<file path="src/sv/cbl_pkg.sv">
`default_nettype none
package cbl_pkg;

  localparam int unsigned BlockSlotsDefault = 32;
  localparam int unsigned IdxW = 5;
  localparam int unsigned FifoDepth = 2;
  localparam logic [31:0] CrcPoly = 32'hEDB8_8320;
  localparam logic [31:0] CrcInit = 32'hFFFF_FFFF;

  typedef struct packed {
    logic [31:0]     word;
    logic [IdxW-1:0] idx;
    logic            first;
    logic            last;
  } cbl_entry_t;

  // reflected CRC-32 over four little-endian bytes, raw register form
  function automatic logic [31:0] crc32_word(input logic [31:0] c_in, input logic [31:0] w);
    logic [31:0] c;
    logic        fb;
    c = c_in;
    for (int i = 0; i < 32; i++) begin
      fb = c[0] ^ w[i];
      c  = {1'b0, c[31:1]} ^ (fb ? CrcPoly : 32'h0);
    end
    return c;
  endfunction

endpackage
`default_nettype wire

</file>
<file path="src/sv/cbl_front.sv">
`default_nettype none
module cbl_front #(
  parameter int unsigned BLOCK_SLOTS = cbl_pkg::BlockSlotsDefault
) (
  input  wire logic               clk_i,
  input  wire logic               rst_ni,
  input  wire logic               valid_i,
  output logic                    ready_o,
  input  wire logic signed [31:0] transaction_i,
  output logic                    push_o,
  output cbl_pkg::cbl_entry_t     entry_o,
  input  wire logic               full_i
);
  import cbl_pkg::*;

  localparam int unsigned SlotW = (BLOCK_SLOTS > 1) ? $clog2(BLOCK_SLOTS) : 1;
  localparam logic [SlotW-1:0] SlotLast = SlotW'(BLOCK_SLOTS - 1);

  logic [SlotW-1:0] slot_q, slot_d;
  logic             last;

  assign ready_o = !full_i;
  assign push_o  = valid_i && ready_o;
  assign last    = (slot_q == SlotLast);

  always_comb begin
    entry_o.word  = transaction_i;
    entry_o.idx   = IdxW'(slot_q);
    entry_o.first = (slot_q == '0);
    entry_o.last  = last;
  end

  always_comb begin
    slot_d = slot_q;
    if (push_o) begin
      slot_d = last ? '0 : slot_q + 1'b1;
    end
  end

  always_ff @(posedge clk_i or negedge rst_ni) begin
    if (!rst_ni) begin
      slot_q <= '0;
    end else begin
      slot_q <= slot_d;
    end
  end

endmodule
`default_nettype wire

</file>
<file path="src/sv/cbl_fifo.sv">
`default_nettype none
module cbl_fifo (
  input  wire logic                 clk_i,
  input  wire logic                 rst_ni,
  input  wire logic                 push_i,
  input  wire cbl_pkg::cbl_entry_t  entry_i,
  output logic                      full_o,
  output logic                      valid_o,
  input  wire logic                 pop_i,
  output cbl_pkg::cbl_entry_t       entry_o
);
  import cbl_pkg::*;

  localparam int unsigned PtrW = (FifoDepth > 1) ? $clog2(FifoDepth) : 1;
  localparam int unsigned CntW = $clog2(FifoDepth + 1);

  cbl_entry_t      mem_q [FifoDepth];
  logic [PtrW-1:0] wr_q, wr_d, rd_q, rd_d;
  logic [CntW-1:0] cnt_q, cnt_d;

  assign full_o  = (cnt_q == CntW'(FifoDepth));
  assign valid_o = (cnt_q != '0);
  assign entry_o = mem_q[rd_q];

  always_comb begin
    wr_d  = wr_q;
    rd_d  = rd_q;
    cnt_d = cnt_q;
    if (push_i) begin
      wr_d = (wr_q == PtrW'(FifoDepth - 1)) ? '0 : wr_q + 1'b1;
    end
    if (pop_i) begin
      rd_d = (rd_q == PtrW'(FifoDepth - 1)) ? '0 : rd_q + 1'b1;
    end
    case ({push_i, pop_i})
      2'b10:   cnt_d = cnt_q + 1'b1;
      2'b01:   cnt_d = cnt_q - 1'b1;
      default: cnt_d = cnt_q;
    endcase
  end

  always_ff @(posedge clk_i) begin
    if (push_i) begin
      mem_q[wr_q] <= entry_i;
    end
  end

  always_ff @(posedge clk_i or negedge rst_ni) begin
    if (!rst_ni) begin
      wr_q  <= '0;
      rd_q  <= '0;
      cnt_q <= '0;
    end else begin
      wr_q  <= wr_d;
      rd_q  <= rd_d;
      cnt_q <= cnt_d;
    end
  end

endmodule
`default_nettype wire

</file>
<file path="src/sv/cbl_back.sv">
`default_nettype none
module cbl_back (
  input  wire logic                     clk_i,
  input  wire logic                     rst_ni,
  input  wire logic                     valid_i,
  output logic                          pop_o,
  input  wire cbl_pkg::cbl_entry_t      entry_i,
  output logic                          out_valid_o,
  input  wire logic                     out_ready_i,
  output logic [cbl_pkg::IdxW-1:0]      slot_index_o,
  output logic                          block_closed_o,
  output logic [31:0]                   block_checksum_o
);
  import cbl_pkg::*;

  logic [31:0]     crc_q, crc_d, link_q, link_d;
  logic [31:0]     base, nxt;
  logic            ov_q, ov_d;
  logic [IdxW-1:0] idx_q;
  logic            closed_q;
  logic [31:0]     sum_q;

  assign pop_o = valid_i && (!ov_q || out_ready_i);

  // block start folds the link in ahead of the word
  assign base = entry_i.first ? crc32_word(CrcInit, link_q) : crc_q;
  assign nxt  = crc32_word(base, entry_i.word);

  always_comb begin
    crc_d  = crc_q;
    link_d = link_q;
    ov_d   = ov_q;
    if (out_ready_i) begin
      ov_d = 1'b0;
    end
    if (pop_o) begin
      ov_d = 1'b1;
      if (entry_i.last) begin
        link_d = ~nxt;
        crc_d  = CrcInit;
      end else begin
        crc_d = nxt;
      end
    end
  end

  always_ff @(posedge clk_i or negedge rst_ni) begin
    if (!rst_ni) begin
      crc_q  <= CrcInit;
      link_q <= '0;
      ov_q   <= 1'b0;
    end else begin
      crc_q  <= crc_d;
      link_q <= link_d;
      ov_q   <= ov_d;
    end
  end

  always_ff @(posedge clk_i) begin
    if (pop_o) begin
      idx_q    <= entry_i.idx;
      closed_q <= entry_i.last;
      sum_q    <= entry_i.last ? ~nxt : 32'h0;
    end
  end

  assign out_valid_o      = ov_q;
  assign slot_index_o     = idx_q;
  assign block_closed_o   = closed_q;
  assign block_checksum_o = sum_q;

endmodule
`default_nettype wire

</file>
<file path="src/sv/crc32_chained_block_log.sv">
// Chained CRC-32 block log.
// Path: an accepted word is written into the queue, then the CRC stage registers its result.
// Throughput: one word per cycle while out_ready_i is held high; the CRC stage folds 32 bits, 64 at block start.
// A two-entry queue separates the slot counter from the CRC stage.
// Reset (async, active low): empty queue, slot 0, link 0, no result pending.
`default_nettype none
module crc32_chained_block_log #(
  parameter int unsigned BLOCK_SLOTS = cbl_pkg::BlockSlotsDefault
) (
  input  wire logic                 clk_i,
  input  wire logic                 rst_ni,
  input  wire logic                 valid_i,
  output logic                      ready_o,
  input  wire logic signed [31:0]   transaction_i,
  output logic                      out_valid_o,
  input  wire logic                 out_ready_i,
  output logic [cbl_pkg::IdxW-1:0]  slot_index_o,
  output logic                      block_closed_o,
  output logic [31:0]               block_checksum_o
);
  import cbl_pkg::*;

  cbl_entry_t push_entry, pop_entry;
  logic       push, full, q_valid, pop;

  cbl_front #(
    .BLOCK_SLOTS(BLOCK_SLOTS)
  ) u_front (
    .clk_i,
    .rst_ni,
    .valid_i,
    .ready_o,
    .transaction_i,
    .push_o  (push),
    .entry_o (push_entry),
    .full_i  (full)
  );

  cbl_fifo u_fifo (
    .clk_i,
    .rst_ni,
    .push_i  (push),
    .entry_i (push_entry),
    .full_o  (full),
    .valid_o (q_valid),
    .pop_i   (pop),
    .entry_o (pop_entry)
  );

  cbl_back u_back (
    .clk_i,
    .rst_ni,
    .valid_i (q_valid),
    .pop_o   (pop),
    .entry_i (pop_entry),
    .out_valid_o,
    .out_ready_i,
    .slot_index_o,
    .block_closed_o,
    .block_checksum_o
  );

endmodule
`default_nettype wire
</file>
<file path="config.mk">
export PLATFORM = sky130hd
export DESIGN_NAME = crc32_chained_block_log
export DESIGN_NICKNAME = d
export VERILOG_FILES = /design/src/sv/cbl_pkg.sv /design/src/sv/cbl_front.sv /design/src/sv/cbl_fifo.sv /design/src/sv/cbl_back.sv /design/src/sv/crc32_chained_block_log.sv
export SDC_FILE = /design/constraint.sdc
export NUM_CORES = 1
export LEC_CHECK = 0
export BUFFER_PORTS_ARGS = -buffer_cell sky130_fd_sc_hd__buf_2
export CAP_MARGIN = 20
export CORE_AREA = 2 2 131 261
export DETAILED_ROUTE_END_ITERATION = 6
export DIE_AREA = 0 0 133 263
export PLACE_DENSITY = 0.59
export SYNTH_ARGS = -nofsm -noshare
export SYNTH_HDL_FRONTEND = slang
export SYNTH_SLANG_ARGS = --single-unit
</file>
<file path="constraint.sdc">
create_clock -name clk_i -period 7 [get_ports clk_i]
set_clock_uncertainty 0.2 [all_clocks]
set_input_delay 1.05 -clock clk_i [delete_from_list [all_inputs] [get_ports clk_i]]
set_output_delay 1.05 -clock clk_i [all_outputs]
set_load 0.01 [all_outputs]
</file>
# --- Yosys cells after proc, flatten, opt, wreduce, memory -nomap -nowiden ---
# Memory sizes are Yosys's and may differ from the RTL's.
# Cells that the tools add are included.
word_totals:
  output_inout_bits: 40
  mem_bits_rw: 78
  input_bits: 36
  elab_cells: 232
  regBits: 112
  memories: 1
op_classes:
  muxes: 74
  eq_ne: 4
  reduce_logical: 10
  bitwise: 128
  add_sub_neg: 5
mem_list:
  columns: ["memory", "words", "width", "read_ports", "rd_clocked_by_memory_dff", "write_ports", "line", "source"]
  rows:
  - ["u_fifo.mem_q", 2, 39, 1, 0, 1, "cbl_fifo.sv:17", "cbl_entry_t mem_q [FifoDepth];"]
ops:
  columns: ["cell", "count"]
  rows:
  - ["two-way mux 32 bit", 66]
  - ["XOR 31 x 32 -> 32 bit", 63]
  - ["XOR 1 bit", 63]
  - ["NOT 32 bit", 1]
  - ["NOT 31 bit", 1]
  - ["two-way mux 1 bit", 6]
  - ["nonzero test 2 bit", 3]
  - ["adder 5 x 1 -> 5 bit, second input constant", 1]
  - ["equality test 5 bit, second input constant", 1]
  - ["logical NOT 5 bit", 1]
  - ["two-way mux 5 bit", 1]
  - ["equality test 2 bit, second input constant", 2]
  - ["case mux 2 bit (2 select lines)", 1]
  - ["adder 1 bit, second input constant", 2]
  - ["adder 2 x 1 -> 2 bit, second input constant", 1]
  - ["equality test 2 x 1 -> 1 bit, second input constant", 1]
  - ["logical AND 1 bit", 2]
  - ["logical NOT 1 bit", 2]
  - ["AND reduction 2 bit", 1]
  - ["subtractor 2 x 1 -> 2 bit, second input constant", 1]
  - ["logical OR 1 bit", 1]

# --- Longest topological paths before layout ---
depth:
  ltp_word: 193
  ltp_mapped: 19
  mapped_depth_nobuf: 16

# --- Hierarchy ---
# A second synthesis with hierarchy kept.
hier_totals:
  cells_unflattened: 1027
  hier_area_um2: 14777.9
by_module_without_submodules:
  columns: ["module", "cells_each", "seq_area_each_um2", "area_per_inst_um2", "n_inst"]
  rows:
  - ["cbl_back", 827, 2807.7, 11225.8, 1]
  - ["cbl_fifo", 137, 2442.3, 3014.1, 1]
  - ["cbl_front", 63, 125.1, 538.0, 1]

# --- Worst setup path before layout ---
# OpenSTA, ideal clock, no wires.
synth_path:
  path_kind: "flip-flop to flip-flop"
  from: "register u_back.link_q[8]"
  to: "register u_back.sum_q[24] (netlist: u_back.block_checksum_o[24]) (data pin)"
  path_stages_with_launch: 18
  path_buffers: 1
  required_time_ns: 6.545
  setup_time_ns: 0.255
  arrival_time_ns: 5.896
  synth_period_minus_slack_ns: 6.351
  path_slack_ns: 0.649
  path_cell_list: "dfrtp_1 -> buf_4 -> xnor3_2 -> xnor2_4 -> xnor3_4 -> xnor2_4 -> xnor3_2 -> xnor3_1 -> o21ai_4 -> xnor3_2 -> xor2_4 -> xnor2_4 -> xor3_2 -> xnor2_4 -> xor2_2 -> xor3_2 -> xnor2_1 -> and2_1"
synth_via:
  elab_chain_cells: 76
  word_cells_on_any_way: 142
  classes_between: "43 x mux; 99 x bitwise"
synth_rtl:
  columns: ["element", "line", "source"]
  rows:
  - ["start: declaration", "cbl_back.sv:16", "logic [31:0] crc_q, crc_d, link_q, link_d;"]
  - ["start signal: assignment", "cbl_back.sv:54", "link_q <= link_d;"]
  - ["XOR 1 bit *", "cbl_pkg.sv:23", "fb = c[0] ^ w[i];"]
  - ["two-way mux 32 bit *", "cbl_pkg.sv:24", "c = {1'b0, c[31:1]} ^ (fb ? CrcPoly : 32'h0);"]
  - ["XOR 31 x 32 -> 32 bit * (6 in series)", "cbl_pkg.sv:24", null]
  - ["XOR 1 bit or XOR 31 x 32 -> 32 bit (tied branches)", "cbl_pkg.sv:23, cbl_pkg.sv:24", null]
  - ["two-way mux 32 bit or XOR 31 x 32 -> 32 bit (tied branches)", "cbl_pkg.sv:24", null]
  - ["XOR 31 x 32 -> 32 bit * (6 in series)", "cbl_pkg.sv:24", null]
  - ["XOR 1 bit or XOR 31 x 32 -> 32 bit (tied branches)", "cbl_pkg.sv:23, cbl_pkg.sv:24", null]
  - ["two-way mux 32 bit or XOR 31 x 32 -> 32 bit (tied branches)", "cbl_pkg.sv:24", null]
  - ["(+33 left out)", null, null]
  - ["XOR 31 x 32 -> 32 bit * (6 in series)", "cbl_pkg.sv:24", null]
  - ["XOR 1 bit (tied with other cells)", "cbl_pkg.sv:23", null]
  - ["two-way mux 32 bit or XOR 31 x 32 -> 32 bit (tied branches)", "cbl_pkg.sv:24", null]
  - ["XOR 31 x 32 -> 32 bit * (6 in series)", "cbl_pkg.sv:24", null]
  - ["XOR 1 bit (tied with other cells)", "cbl_pkg.sv:23", null]
  - ["two-way mux 32 bit or XOR 31 x 32 -> 32 bit (tied branches)", "cbl_pkg.sv:24", null]
  - ["XOR 31 x 32 -> 32 bit * (8 in series)", "cbl_pkg.sv:24", null]
  - ["NOT 32 bit *", "cbl_back.sv:63", "sum_q <= entry_i.last ? ~nxt : 32'h0;"]
  - ["end signal: assignment", "cbl_back.sv:63", null]
  - ["end: declaration", "cbl_back.sv:21", "logic [31:0] sum_q;"]
# Every way passes the cells marked *; elsewhere a longest branch is shown, timed or not.
# A chain may end at the register's enable or synchronous reset.

# --- Final worst setup path ---
layout_path:
  from: "register u_back.link_q[7]"
  to: "register u_back.link_q[8]"
layout_via:
  elab_chain_cells: 77
  word_cells_on_any_way: 137
  classes_between: "40 x mux; 97 x bitwise"
layout_rtl:
  columns: ["element", "line", "source"]
  rows:
  - ["XOR 1 bit *", "cbl_pkg.sv:23", null]
  - ["two-way mux 32 bit *", "cbl_pkg.sv:24", null]
  - ["XOR 31 x 32 -> 32 bit * (6 in series)", "cbl_pkg.sv:24", null]
  - ["XOR 1 bit or XOR 31 x 32 -> 32 bit (tied branches)", "cbl_pkg.sv:23, cbl_pkg.sv:24", null]
  - ["two-way mux 32 bit or XOR 31 x 32 -> 32 bit (tied branches)", "cbl_pkg.sv:24", null]
  - ["XOR 31 x 32 -> 32 bit * (6 in series)", "cbl_pkg.sv:24", null]
  - ["XOR 1 bit or XOR 31 x 32 -> 32 bit (tied branches)", "cbl_pkg.sv:23, cbl_pkg.sv:24", null]
  - ["two-way mux 32 bit or XOR 31 x 32 -> 32 bit (tied branches)", "cbl_pkg.sv:24", null]
  - ["(+33 left out)", null, null]
  - ["XOR 31 x 32 -> 32 bit * (9 in series)", "cbl_pkg.sv:24", null]
  - ["XOR 1 bit or XOR 31 x 32 -> 32 bit (tied branches)", "cbl_pkg.sv:23, cbl_pkg.sv:24", null]
  - ["two-way mux 32 bit (tied with other cells)", "cbl_pkg.sv:24", null]
  - ["XOR 31 x 32 -> 32 bit * (10 in series)", "cbl_pkg.sv:24", null]
  - ["XOR 1 bit or XOR 31 x 32 -> 32 bit (tied branches)", "cbl_pkg.sv:23, cbl_pkg.sv:24", null]
  - ["two-way mux 32 bit or XOR 1 bit (tied branches)", "cbl_pkg.sv:24, cbl_pkg.sv:23", null]
  - ["XOR 31 x 32 -> 32 bit * (2 in series)", "cbl_pkg.sv:24", null]
  - ["NOT 32 bit *", "cbl_back.sv:39", "link_d = ~nxt;"]
# Marks and branches as above.

==> results by group <==
Status
  • Status: completed

Synthesis
  • Synth area leader: edfxtp_1
  • Synthesized flop and latch total: 190
  • Cell Area, Synth: 14670 um2
  • Synth Instances: 1069
  • Ys async rst share: 0.3895
  • Post-synthesis cell type count: 44
  • Top_reg_cell synth: edfxtp_1
  • Synth area leaders: edfxtp_1 24%, xnor3_1 16%, xnor2_1 15%
  • Synth Area per Inst: 13.72 um2
  • Synth top area share: 0.2374
  • Post-Synthesis Net Count: 1109
  • YS warnings: 0
  • EDFF count, synth: 116
  • Seq/Total Area, Yosys: 0.3664

Floorplanning
  • Core Area: 32810 um2
  • Die Y-Extent: 263 um
  • Rows: 94
  • Die X-Extent: 133 um
  • Initial Util: 0.4471
  • Die Area: 34980 um2
  • Top Ports: 76

Drt
  • Vias/cell: 5.028
  • Initial drt markers: 432
  • Drt total wl: 43620 um
  • Pre-antenna DRT Iters: 5
  • Final ANT Viol Nets: 0
  • DRC Markers: 0
  • Routed WL per cell: 25.63 um
  • Routed vias: 8557

Finish
  • Commonest non-fill, non-tap cell in the layout: xnor2_1
  • Most frequent cells in the layout: 252 x xnor2_1, 134 x buf_4, 116 x edfxtp_1, 98 x xnor3_1, 90 x xor2_1
  • Nets: 1297
  • Multi-input logic area: 9211 um2
  • Area Growth Syn to Fin: 17.44%
  • # diodes: 0
  • Fill count: 2847
  • Share of cells above drive strength 1: 0.3228
  • Register area: 5378 um2

Clocking
  • Worst-path clk slew: 90 ps
  • TritonCTS clock tree: done
  • H-tree depth: 4
  • Clock latency at the later pin of the worst-skew pair: 470 ps
  • TritonCTS sink count: 190
  • Clock Path Buffers: 2
  • Root buf cell: clkbuf_16
  • Number of CTS-inserted buffers: 17
  • Hold_buf cts: 0

Placement
  • HPWL after DPL: 35800 um
  • GPL Wtd Cong: 0.9583
  • I/O Buffers: 75

Setup path
  • Worst EP arrival: 7010 ps
  • Setup Crit Path Kind: flip-flop to flip-flop
  • Critical path data required time: 7200 ps
  • Setup crit start kind: flip-flop
  • Crit path capture type: flip-flop
  • Cells on worst reg2reg path: 15
  • Maximum net fanout on the critical path: 8

GRT
  • Initial antenna violation count: 0
  • GRT overflow: 0
  • Global Route Usage Sum: 0.2571
  • Number of global-route vias before repair: 9473
  • First-pass GRT wire length: 62760 um
  • Largest net degree at the start of global routing: 75

STA
  • Hold slack: 306.7 ps
  • Crit share post-route: 0.9730
  • TNS Setup: 0 ps
  • Fin crit period: 6811 ps
  • Max Clk Rate: 0.1468 GHz
  • Actual slew at the worst max-slew pin: 947.9 ps
  • Max_slew headroom: 0.3681
  • Final setup vio count: 0
  • Final Hold Fails: 0
  • RSZ-0062 raised after global routing: no
  • Max Slew Vio Count: 0

Worst hold path
  • Hold depth: 2
  • Worst Hold Class: flip-flop to flip-flop

Job
  • Max-cap violations: 0
## cell usage after synthesis (5+ instances only)
cell and number:
o21ai_0 14, xnor2_2 27, xor3_2 6, xnor2_1 256
a21oi_1 37, mux2_2 31, mux2i_1 38, xor2_1 92
a31oi_1 11, nor2_1 63, edfxtp_1 116, and2_1 28
clkbuf_1 24, dfrtp_1 42, xor2_2 15, xnor3_1 101
xnor3_2 12, nand2_1 42, buf_4 7, xnor2_4 15
dfstp_2 32, inv_1 5, xor3_1 8
## final timing paths
path / start / endpoint / slack [ps]
worst min-delay path: u_back.link_q[31]$_DFFE_PN0P_ / u_back.link_q[31]$_DFFE_PN0P_ / 310
max in group asynchronous: rst_ni / u_back.crc_q[8]$_DFFE_PN1P_ / 5780
min in group asynchronous: rst_ni / u_back.crc_q[18]$_DFFE_PN1P_ / 400
worst max-delay path: u_back.link_q[7]$_DFFE_PN0P_ / u_back.link_q[8]$_DFFE_PN0P_ / 190
worst max register to register: u_back.link_q[7]$_DFFE_PN0P_ / u_back.link_q[8]$_DFFE_PN0P_ / 190
worst min register to register: u_back.link_q[31]$_DFFE_PN0P_ / u_back.link_q[31]$_DFFE_PN0P_ / 310
## worst max-delay path, stage by stage, from the launching register on
cell     delay (ps)
dfrtp_1         590
xnor3_1         330
xor3_1          460
xnor3_4         580
xnor2_4         270
xnor3_2         390
xnor3_1         450
o21ai_4         260
xor2_2          240
xnor3_1         460
xnor3_2         510
xnor3_1         500
xnor2_1         370
xnor3_1         440
xnor2_1         410
mux2_2          270
## per-stage QoR
step	utilization	area (um2)	instances	worst slack, ps
6_report	0.5251	17230	1702	189.1
5_1_grt	0.5251	17230	1702	4.309
4_1_cts	0.5227	17150	1701	98.82
3_5_place_dp	0.5006	16430	1668	-370.9
3_3_place_gp	0.5000	16410	1667	-357.5
2_1_floorplan	-	14670	1069	649.3
## metal layers
layer  GRT usage  vias to the layer above  routed length (um)  part of all wire
met2      0.5009                      216               25060              0.57
li1            -                     3990                   -                 -
met5           0                        -                   0                 0
met3     0.02715                      129                 897             0.021
met4      0.2194                        0                4386              0.10
met1      0.2271                     4222               13270              0.30
## sequential cells by signal, summed over array words and instances, names as in the netlist
name	cells
u_fifo.wr_q	1
u_fifo.rd_q	1
u_back.slot_index_o	5
u_back.link_q	32
u_back.block_closed_o	1
u_fifo.mem_q	78
u_back.out_valid_o	1
u_fifo.cnt_q	2
u_front.slot_q	5
u_back.crc_q	32
u_back.block_checksum_o	32
## layout make-up
class | instances | share of cell area
Sequential cell | 190 | 0.3121
Timing Repair Buffer | 210 | 0.08264
Multi-Input combinational cell | 833 | 0.5346
Clock buffer | 17 | 0.02469
Clock inverter | 15 | 0.01344
Inverter | 5 | 0.001089
Tap cell | 432 | 0.03137
## cells by family after synthesis
family,synth area share
buffers and inverters,0.01493
xor gates and xnor gates,0.4876
adders and majority gates,0.003412
DFF,0.3664
muxes,0.05313
AOI/OAI and AO/OA,0.03088
and+or+nand+nor,0.04367
## timing repair
item                       CTS  global route
buffers inserted             1             0
resized for setup            8             9
setup endpoints to repair    9            19
pin swaps                    2             1
Power is left out: the tool's default activity adds up to more than one toggle a clock period on the data nets, which glitch-free logic cannot reach.
